## config.mk

```make
export PLATFORM = sky130hd
export DESIGN_NAME = vector_gcd_reduce_unit
export DESIGN_NICKNAME = d
export VERILOG_FILES = /design/src/design/vgr_pkg.sv /design/src/design/vgr_ram.sv /design/src/design/vgr_fifo.sv /design/src/design/vgr_front.sv /design/src/design/vgr_divider.sv /design/src/design/vgr_back.sv /design/src/design/vector_gcd_reduce_unit.sv
export SDC_FILE = /design/constraint.sdc
export NUM_CORES = 2
export LEC_CHECK = 0
export BUFFER_PORTS_ARGS = -buffer_cell sky130_fd_sc_hd__buf_4
export CAP_MARGIN = 20
export CORE_MARGIN = 1
export CORE_UTILIZATION = 52
export CTS_BUF_LIST = sky130_fd_sc_hd__clkbuf_16
export CTS_CLUSTER_DIAMETER = 150
export DETAILED_ROUTE_END_ITERATION = 10
export PLACE_DENSITY = 0.65
export SYNTH_ARGS = -nofsm -noshare
export SYNTH_HDL_FRONTEND = slang
export SYNTH_HIERARCHICAL = 1
export SYNTH_SLANG_ARGS = --single-unit
```

## constraint.sdc

```tcl
create_clock -name clk -period 15 [get_ports clk]
set_input_delay 1.5 -clock clk [delete_from_list [all_inputs] [get_ports clk]]
set_output_delay 1.5 -clock clk [all_outputs]
set_load 0.01 [all_outputs]
```

## src/design/vgr_pkg.sv

```systemverilog
package vgr_pkg;

  localparam int unsigned DataW     = 64;
  localparam int unsigned FifoDepth = 2;

  // one classified element on its way from front to back
  typedef struct packed {
    logic [DataW-1:0] element;
    logic [DataW-1:0] mag;
    logic             zero;
    logic             last;
  } item_t;

  // divider request and response
  typedef struct packed {
    logic             start;
    logic [DataW-1:0] dividend;
    logic [DataW-1:0] divisor;
  } div_req_t;

  typedef struct packed {
    logic             done;
    logic [DataW-1:0] quot;
    logic [DataW-1:0] rem;
  } div_rsp_t;

  typedef enum logic [2:0] {
    S_IDLE,
    S_GCD_START,
    S_GCD_WAIT,
    S_RD,
    S_RD_WAIT,
    S_DIV_WAIT,
    S_PUT
  } state_t;

  // magnitude of a two's complement word, most negative wraps to 2^63
  function automatic logic [DataW-1:0] mag_of(input logic [DataW-1:0] v);
    mag_of = v[DataW-1] ? (~v + {{(DataW-1){1'b0}}, 1'b1}) : v;
  endfunction

endpackage

```

## src/design/vgr_ram.sv

```systemverilog
module vgr_ram #(
  parameter int unsigned WIDTH = 64,
  parameter int unsigned DEPTH = 32,
  localparam int unsigned AW = (DEPTH > 1) ? $clog2(DEPTH) : 1
) (
  input  logic             clk,
  input  logic             we,
  input  logic [AW-1:0]    waddr,
  input  logic [WIDTH-1:0] wdata,
  input  logic [AW-1:0]    raddr,
  output logic [WIDTH-1:0] rdata
);

  logic [WIDTH-1:0] mem [DEPTH];

  // write port and registered read port
  always_ff @(posedge clk) begin
    if (we) begin
      mem[waddr] <= wdata;
    end
    rdata <= mem[raddr];
  end

endmodule

```

## src/design/vgr_fifo.sv

```systemverilog
module vgr_fifo
  import vgr_pkg::*;
(
  input  logic  clk,
  input  logic  rst_n,
  input  logic  push,
  input  item_t wdata,
  output logic  full,
  input  logic  pop,
  output item_t rdata,
  output logic  empty
);

  localparam int unsigned PW = (FifoDepth > 1) ? $clog2(FifoDepth) : 1;
  localparam int unsigned CW = $clog2(FifoDepth + 1);

  item_t         mem_r [FifoDepth];
  logic [PW-1:0] wptr_r, rptr_r;
  logic [CW-1:0] cnt_r;
  logic          do_push, do_pop;

  assign full    = (cnt_r == CW'(FifoDepth));
  assign empty   = (cnt_r == '0);
  assign do_push = push && !full;
  assign do_pop  = pop && !empty;
  assign rdata   = mem_r[rptr_r];

  // storage
  always_ff @(posedge clk) begin
    if (do_push) begin
      mem_r[wptr_r] <= wdata;
    end
  end

  // pointers and fill level
  always_ff @(posedge clk) begin
    if (!rst_n) begin
      wptr_r <= '0;
      rptr_r <= '0;
      cnt_r  <= '0;
    end else begin
      if (do_push) begin
        wptr_r <= (wptr_r == PW'(FifoDepth - 1)) ? '0 : wptr_r + 1'b1;
      end
      if (do_pop) begin
        rptr_r <= (rptr_r == PW'(FifoDepth - 1)) ? '0 : rptr_r + 1'b1;
      end
      cnt_r <= cnt_r + CW'(do_push) - CW'(do_pop);
    end
  end

endmodule

```

## src/design/vgr_front.sv

```systemverilog
module vgr_front
  import vgr_pkg::*;
(
  input  logic             in_push,
  input  logic [DataW-1:0] in_element,
  input  logic             in_last_in,
  input  logic             q_full,
  output logic             in_full,
  output logic             q_push,
  output item_t            q_item
);

  // classify the incoming beat and hand it to the queue
  assign in_full        = q_full;
  assign q_push         = in_push;
  assign q_item.element = in_element;
  assign q_item.mag     = mag_of(in_element);
  assign q_item.zero    = (in_element == '0);
  assign q_item.last    = in_last_in;

endmodule

```

## src/design/vgr_divider.sv

```systemverilog
module vgr_divider
  import vgr_pkg::*;
(
  input  logic     clk,
  input  logic     rst_n,
  input  div_req_t req,
  output div_rsp_t rsp
);

  localparam int unsigned StepW = $clog2(DataW);

  logic [DataW:0]   rem_r, rem_nxt;
  logic [DataW-1:0] quot_r, quot_nxt;
  logic [DataW-1:0] dsr_r;
  logic [StepW-1:0] step_r;
  logic             busy_r, done_r;
  logic [DataW:0]   shifted, diff;

  // one restoring step per cycle
  always_comb begin
    shifted  = {rem_r[DataW-1:0], quot_r[DataW-1]};
    diff     = shifted - {1'b0, dsr_r};
    quot_nxt = {quot_r[DataW-2:0], !diff[DataW]};
    rem_nxt  = diff[DataW] ? shifted : diff;
  end

  always_ff @(posedge clk) begin
    if (!rst_n) begin
      busy_r <= 1'b0;
      done_r <= 1'b0;
      step_r <= '0;
    end else begin
      done_r <= 1'b0;
      if (req.start) begin
        busy_r <= 1'b1;
        step_r <= '0;
      end else if (busy_r) begin
        step_r <= step_r + 1'b1;
        if (step_r == StepW'(DataW - 1)) begin
          busy_r <= 1'b0;
          done_r <= 1'b1;
        end
      end
    end
  end

  always_ff @(posedge clk) begin
    if (req.start) begin
      rem_r  <= '0;
      quot_r <= req.dividend;
      dsr_r  <= req.divisor;
    end else if (busy_r) begin
      rem_r  <= rem_nxt;
      quot_r <= quot_nxt;
    end
  end

  assign rsp.done = done_r;
  assign rsp.quot = quot_r;
  assign rsp.rem  = rem_r[DataW-1:0];

endmodule

```

## src/design/vgr_back.sv

```systemverilog
module vgr_back
  import vgr_pkg::*;
#(
  parameter int unsigned VECTOR_MAX = 32,
  localparam int unsigned AW = (VECTOR_MAX > 1) ? $clog2(VECTOR_MAX) : 1,
  localparam int unsigned CW = $clog2(VECTOR_MAX + 1)
) (
  input  logic             clk,
  input  logic             rst_n,
  input  item_t            q_item,
  input  logic             q_empty,
  output logic             q_pop,
  output logic             ram_we,
  output logic [AW-1:0]    ram_waddr,
  output logic [DataW-1:0] ram_wdata,
  output logic [AW-1:0]    ram_raddr,
  input  logic [DataW-1:0] ram_rdata,
  output div_req_t         div_req,
  input  div_rsp_t         div_rsp,
  output logic             out_empty,
  input  logic             out_pop,
  output logic [DataW-1:0] out_reduced,
  output logic             out_last_out
);

  state_t           state_r, state_nxt;
  logic [CW-1:0]    count_r, count_nxt;
  logic [CW-1:0]    idx_r, idx_nxt;
  logic [DataW-1:0] div_r, div_nxt;
  logic [DataW-1:0] a_r, a_nxt, b_r, b_nxt;
  logic [DataW-1:0] res_r, res_nxt;
  logic             neg_r, neg_nxt;
  logic             last_r, last_nxt;
  logic             ov_r, ov_nxt;
  logic [DataW-1:0] ored_r, ored_nxt;
  logic             olast_r, olast_nxt;
  logic             store, out_free, put, is_final;

  assign store    = (count_r < CW'(VECTOR_MAX));
  assign out_free = !ov_r || out_pop;
  assign is_final = (idx_r == count_r - 1'b1);
  assign put      = (state_r == S_PUT) && out_free;

  // next state
  always_comb begin
    state_nxt = state_r;
    unique case (state_r)
      S_IDLE: begin
        if (!q_empty) begin
          if (store && !q_item.zero) begin
            state_nxt = S_GCD_START;
          end else if (q_item.last) begin
            state_nxt = S_RD;
          end
        end
      end
      S_GCD_START: begin
        if (b_r == '0) begin
          state_nxt = last_r ? S_RD : S_IDLE;
        end else begin
          state_nxt = S_GCD_WAIT;
        end
      end
      S_GCD_WAIT: if (div_rsp.done) state_nxt = S_GCD_START;
      S_RD:       state_nxt = S_RD_WAIT;
      S_RD_WAIT: begin
        if (ram_rdata == '0 || div_r == '0) begin
          state_nxt = S_PUT;
        end else begin
          state_nxt = S_DIV_WAIT;
        end
      end
      S_DIV_WAIT: if (div_rsp.done) state_nxt = S_PUT;
      S_PUT: begin
        if (out_free) begin
          state_nxt = is_final ? S_IDLE : S_RD;
        end
      end
      default: state_nxt = S_IDLE;
    endcase
  end

  // datapath and control outputs
  always_comb begin
    count_nxt = count_r;
    idx_nxt   = idx_r;
    div_nxt   = div_r;
    a_nxt     = a_r;
    b_nxt     = b_r;
    res_nxt   = res_r;
    neg_nxt   = neg_r;
    last_nxt  = last_r;
    q_pop     = 1'b0;
    ram_we    = 1'b0;
    ram_waddr = count_r[AW-1:0];
    ram_wdata = q_item.element;
    ram_raddr = idx_r[AW-1:0];
    div_req   = '0;
    unique case (state_r)
      S_IDLE: begin
        idx_nxt = '0;
        if (!q_empty) begin
          q_pop    = 1'b1;
          last_nxt = q_item.last;
          if (store) begin
            ram_we    = 1'b1;
            count_nxt = count_r + 1'b1;
            a_nxt     = div_r;
            b_nxt     = q_item.mag;
          end
        end
      end
      S_GCD_START: begin
        if (b_r == '0) begin
          div_nxt = a_r;
        end else begin
          div_req.start    = 1'b1;
          div_req.dividend = a_r;
          div_req.divisor  = b_r;
        end
      end
      S_GCD_WAIT: begin
        if (div_rsp.done) begin
          a_nxt = b_r;
          b_nxt = div_rsp.rem;
        end
      end
      S_RD: ;
      S_RD_WAIT: begin
        neg_nxt = ram_rdata[DataW-1];
        if (ram_rdata == '0 || div_r == '0) begin
          res_nxt = ram_rdata;
        end else begin
          div_req.start    = 1'b1;
          div_req.dividend = mag_of(ram_rdata);
          div_req.divisor  = div_r;
        end
      end
      S_DIV_WAIT: begin
        if (div_rsp.done) begin
          res_nxt = neg_r ? (~div_rsp.quot + 1'b1) : div_rsp.quot;
        end
      end
      S_PUT: begin
        if (out_free) begin
          if (is_final) begin
            count_nxt = '0;
            div_nxt   = '0;
          end else begin
            idx_nxt = idx_r + 1'b1;
          end
        end
      end
      default: ;
    endcase
  end

  // result register, one beat waiting
  always_comb begin
    ov_nxt    = ov_r && !out_pop;
    ored_nxt  = ored_r;
    olast_nxt = olast_r;
    if (put) begin
      ov_nxt    = 1'b1;
      ored_nxt  = res_r;
      olast_nxt = is_final;
    end
  end

  always_ff @(posedge clk) begin
    if (!rst_n) begin
      state_r <= S_IDLE;
      count_r <= '0;
      idx_r   <= '0;
      div_r   <= '0;
      ov_r    <= 1'b0;
    end else begin
      state_r <= state_nxt;
      count_r <= count_nxt;
      idx_r   <= idx_nxt;
      div_r   <= div_nxt;
      ov_r    <= ov_nxt;
    end
  end

  always_ff @(posedge clk) begin
    a_r     <= a_nxt;
    b_r     <= b_nxt;
    res_r   <= res_nxt;
    neg_r   <= neg_nxt;
    last_r  <= last_nxt;
    ored_r  <= ored_nxt;
    olast_r <= olast_nxt;
  end

  assign out_empty    = !ov_r;
  assign out_reduced  = ored_r;
  assign out_last_out = olast_r;

`ifndef SYNTHESIS
  a_store_room: assert property (@(posedge clk) disable iff (!rst_n)
    ram_we |-> count_r < CW'(VECTOR_MAX))
    else $error("store written while full");
  a_div_nonzero: assert property (@(posedge clk) disable iff (!rst_n)
    div_req.start |-> div_req.divisor != '0)
    else $error("divide by zero started");
  a_vector_clear: assert property (@(posedge clk) disable iff (!rst_n)
    (put && is_final) |=> (count_r == '0 && div_r == '0))
    else $error("vector state not cleared after final beat");
  a_no_overwrite: assert property (@(posedge clk) disable iff (!rst_n)
    (ov_r && !out_pop) |=> $stable(out_reduced))
    else $error("waiting result overwritten");
`endif

endmodule

```

## src/design/vector_gcd_reduce_unit.sv

```systemverilog
// Vector gcd reduction. Elements arrive one beat each with last_in on the
// final one; each accepted element is stored and its magnitude folded into
// a running gcd by Euclid's remainder steps on one shared 64-bit restoring
// divider; a zero element is stored without a divide. On the final element
// every stored element is sent out divided exactly by the gcd with its sign
// kept, one divide per beat (none for a zero element or an all-zero vector).
// Up to VECTOR_MAX elements are kept; further ones are dropped.
// A two-entry queue decouples input from the sequencer, which takes the next
// element only once the previous one is fully folded in.
module vector_gcd_reduce_unit
  import vgr_pkg::*;
#(
  parameter int unsigned VECTOR_MAX = 32
) (
  input  logic             clk,
  input  logic             rst_n,
  input  logic             in_push,
  output logic             in_full,
  input  logic [DataW-1:0] in_element,
  input  logic             in_last_in,
  output logic             out_empty,
  input  logic             out_pop,
  output logic [DataW-1:0] out_reduced,
  output logic             out_last_out
);

  localparam int unsigned AW = (VECTOR_MAX > 1) ? $clog2(VECTOR_MAX) : 1;

  item_t            f_item, q_item;
  logic             f_push, q_full, q_empty, q_pop;
  logic             ram_we;
  logic [AW-1:0]    ram_waddr, ram_raddr;
  logic [DataW-1:0] ram_wdata, ram_rdata;
  div_req_t         div_req;
  div_rsp_t         div_rsp;

  // front: classify incoming beats
  vgr_front u_front (
    .in_push    (in_push),
    .in_element (in_element),
    .in_last_in (in_last_in),
    .q_full     (q_full),
    .in_full    (in_full),
    .q_push     (f_push),
    .q_item     (f_item)
  );

  // queue between front and back
  vgr_fifo u_fifo (
    .clk   (clk),
    .rst_n (rst_n),
    .push  (f_push),
    .wdata (f_item),
    .full  (q_full),
    .pop   (q_pop),
    .rdata (q_item),
    .empty (q_empty)
  );

  // element store
  vgr_ram #(
    .WIDTH (DataW),
    .DEPTH (VECTOR_MAX)
  ) u_ram (
    .clk   (clk),
    .we    (ram_we),
    .waddr (ram_waddr),
    .wdata (ram_wdata),
    .raddr (ram_raddr),
    .rdata (ram_rdata)
  );

  // shared divider for gcd and reduction
  vgr_divider u_div (
    .clk   (clk),
    .rst_n (rst_n),
    .req   (div_req),
    .rsp   (div_rsp)
  );

  // back: gcd fold and output sequencing
  vgr_back #(
    .VECTOR_MAX (VECTOR_MAX)
  ) u_back (
    .clk          (clk),
    .rst_n        (rst_n),
    .q_item       (q_item),
    .q_empty      (q_empty),
    .q_pop        (q_pop),
    .ram_we       (ram_we),
    .ram_waddr    (ram_waddr),
    .ram_wdata    (ram_wdata),
    .ram_raddr    (ram_raddr),
    .ram_rdata    (ram_rdata),
    .div_req      (div_req),
    .div_rsp      (div_rsp),
    .out_empty    (out_empty),
    .out_pop      (out_pop),
    .out_reduced  (out_reduced),
    .out_last_out (out_last_out)
  );

endmodule
```

==> results.md <==
## Pwr
* 0.203 — part of the total power dissipated in combinational logic
* 174.0 nW/um2 — PD cells
* 0.0001223 V — largest voltage drop on the vdd net
* 0.3039 — net switching share of the total power
* 0.488 — part of the total power dissipated in sequential elements
* 16,150 uW — total internal power
* 0.04225 uW — leak pwr
* 23,200 uW — overall power of the completed layout
* 0.309 — share of total power in the clock network
* 7052 uW — switching pwr

## Cells and area
* 32,290 um2 — area occupied by multi-input gates
* 10.77% — Synth-to-Final Area Change
* 17,080 — number of fillers in the final layout
* 6,821 — final-stage net count
* 0.5796 — final core area utilization
* 0.2549 — share of layout cells above drive strength 1
* 85,380 um2 — sequential cell area
* 133,400 um2 — post-route cell area

## Floorplanning
* 230,100 um2 — Floorplan Core Area
* 233,500 um2 — full die area
* 176 — std cell rows
* 0.5232 — starting utilization of the core area
* 136 — top-level I/O count
* 483.2 um — die width
* 483.2 um — die span in y

## Routing
* 332,100 um — wirelength, routed
* 7,957 — violation count after the first detailed-route iteration
* 5 — total iterations of the first detailed-routing run
* 0 — remaining design rule violation count
* 0 — number of routed nets with antenna violations
* 6.498 — mean number of vias per cell
* 33.41 um — WL/cell
* 64,580 — via total after detailed routing

## Logic synthesis
* 6 — Yosys warnings
* sky130_fd_sc_hd__edfxtp_1 — Primary FF master, synth
* 91 — Cell variety after synth
* 120,400 um2 — Post-Syn Area
* 6,589 — cell count after synthesis
* 2,695 — number of synthesized flops with an enable pin
* 6,732 — number of nets in the synthesized netlist
* 18.27 um2 — Synth Area per Inst
* 0.7088 — post-synthesis sequential area ratio
* 2,916 — number of synthesized register bits
* 0 — async set or reset register ratio after synthesis

## STA
* false — RSZ-0062 raised after global routing
* 5.376 ns — fin crit period
* 0.3584 — post-route fraction of the period consumed by the critical path
* 0 — number of hold violations in the final report
* 0 — Max Transition Viols Final
* 1.241 ns — Least-Margin Pin Slew
* 0 — Setup violations, final
* 0 ns — Total Negative Setup Slacks
* 186.0 MHz — Max Fclk
* 0.1729 — max_slew headroom
* 0.05886 ns — skew final

## Global route
* 470,400 um — first-pass GRT wire length
* 63,570 — via count of the first global-routing pass
* 22 — initial antenna violation count
* 121 — pin count of the biggest net entering global routing
* 0 — GRT Residual Overflow
* 0.2831 — global routing usage summed across all routing layers

## Placed design
* 207,600 um — half-perimeter wire length after placement
* 123,900 um2 — placed standard-cell area
* 135 — number of buffer cells added on primary ports
* 0.9027 — final estimated routing congestion in global placement

## Clock network
* 0.95 ns — clock latency of the later-clocked register in the worst-skew pair
* 0.06 ns — clock transition at the registers of the reported paths
* built — TritonCTS clock tree
* 0 — post-cts gate resize count
* 315 — number of buffers created by CTS
* 4 — number of buffers on the longest clock path
* 0 — Post CTS Setup Buffer Count
* 2,916 — number of clock sinks seen by CTS
* 0 — Hold-fix buffers, CTS
* 5 — number of levels the H-tree was split into
* sky130_fd_sc_hd__clkbuf_16 — root buffer cell

## Setup path
* or4_1, nor3_1, nand3_1, o31ai_2, or4b_1, nand2b_4, nor2_1, inv_2, buf_4 — series of cell instances along the critical path
* 0.72 ns — largest incremental delay on the critical path
* simple AND/OR/NAND/NOR gates — crit-path leading delay family
* 9 — number of cells on the worst reg-to-reg path
* 64 — Critical Path Fanout Max
* register — CP endpoint kind
* sky130_fd_sc_hd__or4_1 — highest-delay cell along the critical path
* 5.91 ns — data arrival at the endpoint of the critical path
* register to register — critical path class
* 2 — count of buffer and inverter cells on the critical path
* register — sort of element at the start of the critical path
* 9 — number of logic stages on the critical path including buffering
* 15.54 ns — required time worst endpoint

## Flow run
* 0 — max-capacitance violation count

## Min path
* register to register — class of the worst hold path
* 0 — instance count along the most critical hold path

## Outcome
* finished, final reports clean — result of the run

==> worst reg2reg max path: stages (launching register included) <==
cell and delay [ns]:
sky130_fd_sc_hd__dfxtp_1 0.58, sky130_fd_sc_hd__or4_1 0.75, sky130_fd_sc_hd__nor3_1 0.44, sky130_fd_sc_hd__nand3_1 0.71, sky130_fd_sc_hd__o31ai_2 0.62, sky130_fd_sc_hd__or4b_1 0.25
sky130_fd_sc_hd__nand2b_4 0.44, sky130_fd_sc_hd__nor2_1 0.63, sky130_fd_sc_hd__inv_2 0.10, sky130_fd_sc_hd__buf_4 0.42
==> power by group through the flow <==
stage	Sequential, uW	Clock, uW	Combinational (uW)
CTS	11300	7270	4690
finish	11300	7170	4710
floorplan	11100	0	3120
global route	11400	7570	5000
detailed placement	11500	0	4670
global placement	11400	0	4600
==> flip-flops by register name (all words and copies together), names as in the netlist, 64 cells and up, named ones only <==
signal,flops
u_back/b_r,64
u_back/a_r,64
u_back/res_r,64
u_back/div_r,64
u_ram/rdata,64
u_ram/mem,2048
u_div/dsr_r,64
u_div/rem_r,64
u_fifo/mem_r,260
u_back/out_reduced,64
u_div/quot_r,64
==> worst paths after layout <==
kind,start,to,slack (ns)
min,u_back/res_r[10],u_back/out_reduced[10],0.41
max,u_ram/rdata[20],u_div/quot_r[54],9.62
max reg2reg,u_ram/rdata[20],u_div/quot_r[54],9.62
min reg2reg,u_back/res_r[10],u_back/out_reduced[10],0.41
==> cell usage in the layout (no fill, tap or decap), drive strengths merged, types with 22 or more instances in the layout <==
cell,instances
edfxtp,2695
mux4,602
mux2,397
clkbuf,322
nand2,283
buf,252
o21ai,243
dfxtp,221
inv,186
nor2,175
a22o,148
xor2,128
clkinv,125
xnor2,117
a21oi,104
mux2i,82
ha,73
o31ai,69
nor4,52
a211oi,51
o41ai,51
nor3,46
or3,45
or4,43
nand3,35
nand4,31
nand2b,27
a21o,22
and2,22
==> cells in the mapped netlist, types with 46 or more instances <==
library cell                  n  area, um2
sky130_fd_sc_hd__edfxtp_1  2695      80930
sky130_fd_sc_hd__mux4_2     602      13560
sky130_fd_sc_hd__mux2_2     397       4471
sky130_fd_sc_hd__nand2_1    282       1059
sky130_fd_sc_hd__o21ai_0    235       1176
sky130_fd_sc_hd__dfxtp_1    221       4424
sky130_fd_sc_hd__clkbuf_1   202      758.2
sky130_fd_sc_hd__nor2_1     175      656.9
sky130_fd_sc_hd__buf_4      160       1201
sky130_fd_sc_hd__a22o_1     148       1296
sky130_fd_sc_hd__xor2_1     128       1121
sky130_fd_sc_hd__xnor2_1    117       1025
sky130_fd_sc_hd__inv_1      110      412.9
sky130_fd_sc_hd__a21oi_1    103      515.5
sky130_fd_sc_hd__mux2i_1     81      810.8
sky130_fd_sc_hd__buf_2       73      365.4
sky130_fd_sc_hd__ha_1        73      913.4
sky130_fd_sc_hd__o31ai_1     66      495.5
sky130_fd_sc_hd__nor4_1      51      319.1
sky130_fd_sc_hd__a211oi_1    50      375.4
sky130_fd_sc_hd__o41ai_1     49      429.2
sky130_fd_sc_hd__nor3_1      46      230.2
==> kinds of logic after synthesis <==
kind of cell | after synthesis | share of synthesized area
AOI/OAI and AO/OA | 838 | 0.04826
adders and majority gates | 74 | 0.007752
xor gates and xnor gates | 245 | 0.01782
muxes | 1081 | 0.1566
and+or+nand+nor | 844 | 0.03517
buffers and inverters | 591 | 0.02551
DFF | 2916 | 0.7088
==> layout make-up <==
class,count,share of cell area
clock inverters,221,0.01010
diodes,9,0.0001689
well taps,3026,0.02839
multi-input cells,3082,0.2421
flip-flops and latches,2916,0.6401
clock buffers,322,0.06041
inverters,111,0.003124
repair buffers,252,0.01559
==> per-layer routing <==
metal | up-vias | wire length [um] | GRT usage
met5 | - | 39 | 0
met2 | 2920 | 160600 | 0.4566
met4 | 4 | 10680 | 0.08901
li1 | 26740 | - | -
met1 | 34360 | 134600 | 0.3944
met3 | 557 | 26240 | 0.04967
==> through the flow <==
step / instances / hold WS (ns) / setup slack, ns
after global routing: 9935 / 0.4221 / 9.389
after floorplan: 6589 / 0.4003 / 4.084
final: 9939 / 0.4138 / 9.624
after CTS: 9928 / 0.4170 / 9.791
after detailed placement: 9385 / 0.4045 / 9.846
after global placement: 9377 / 0.4081 / 9.924
Note: power is estimated with default switching activity, not from simulation.
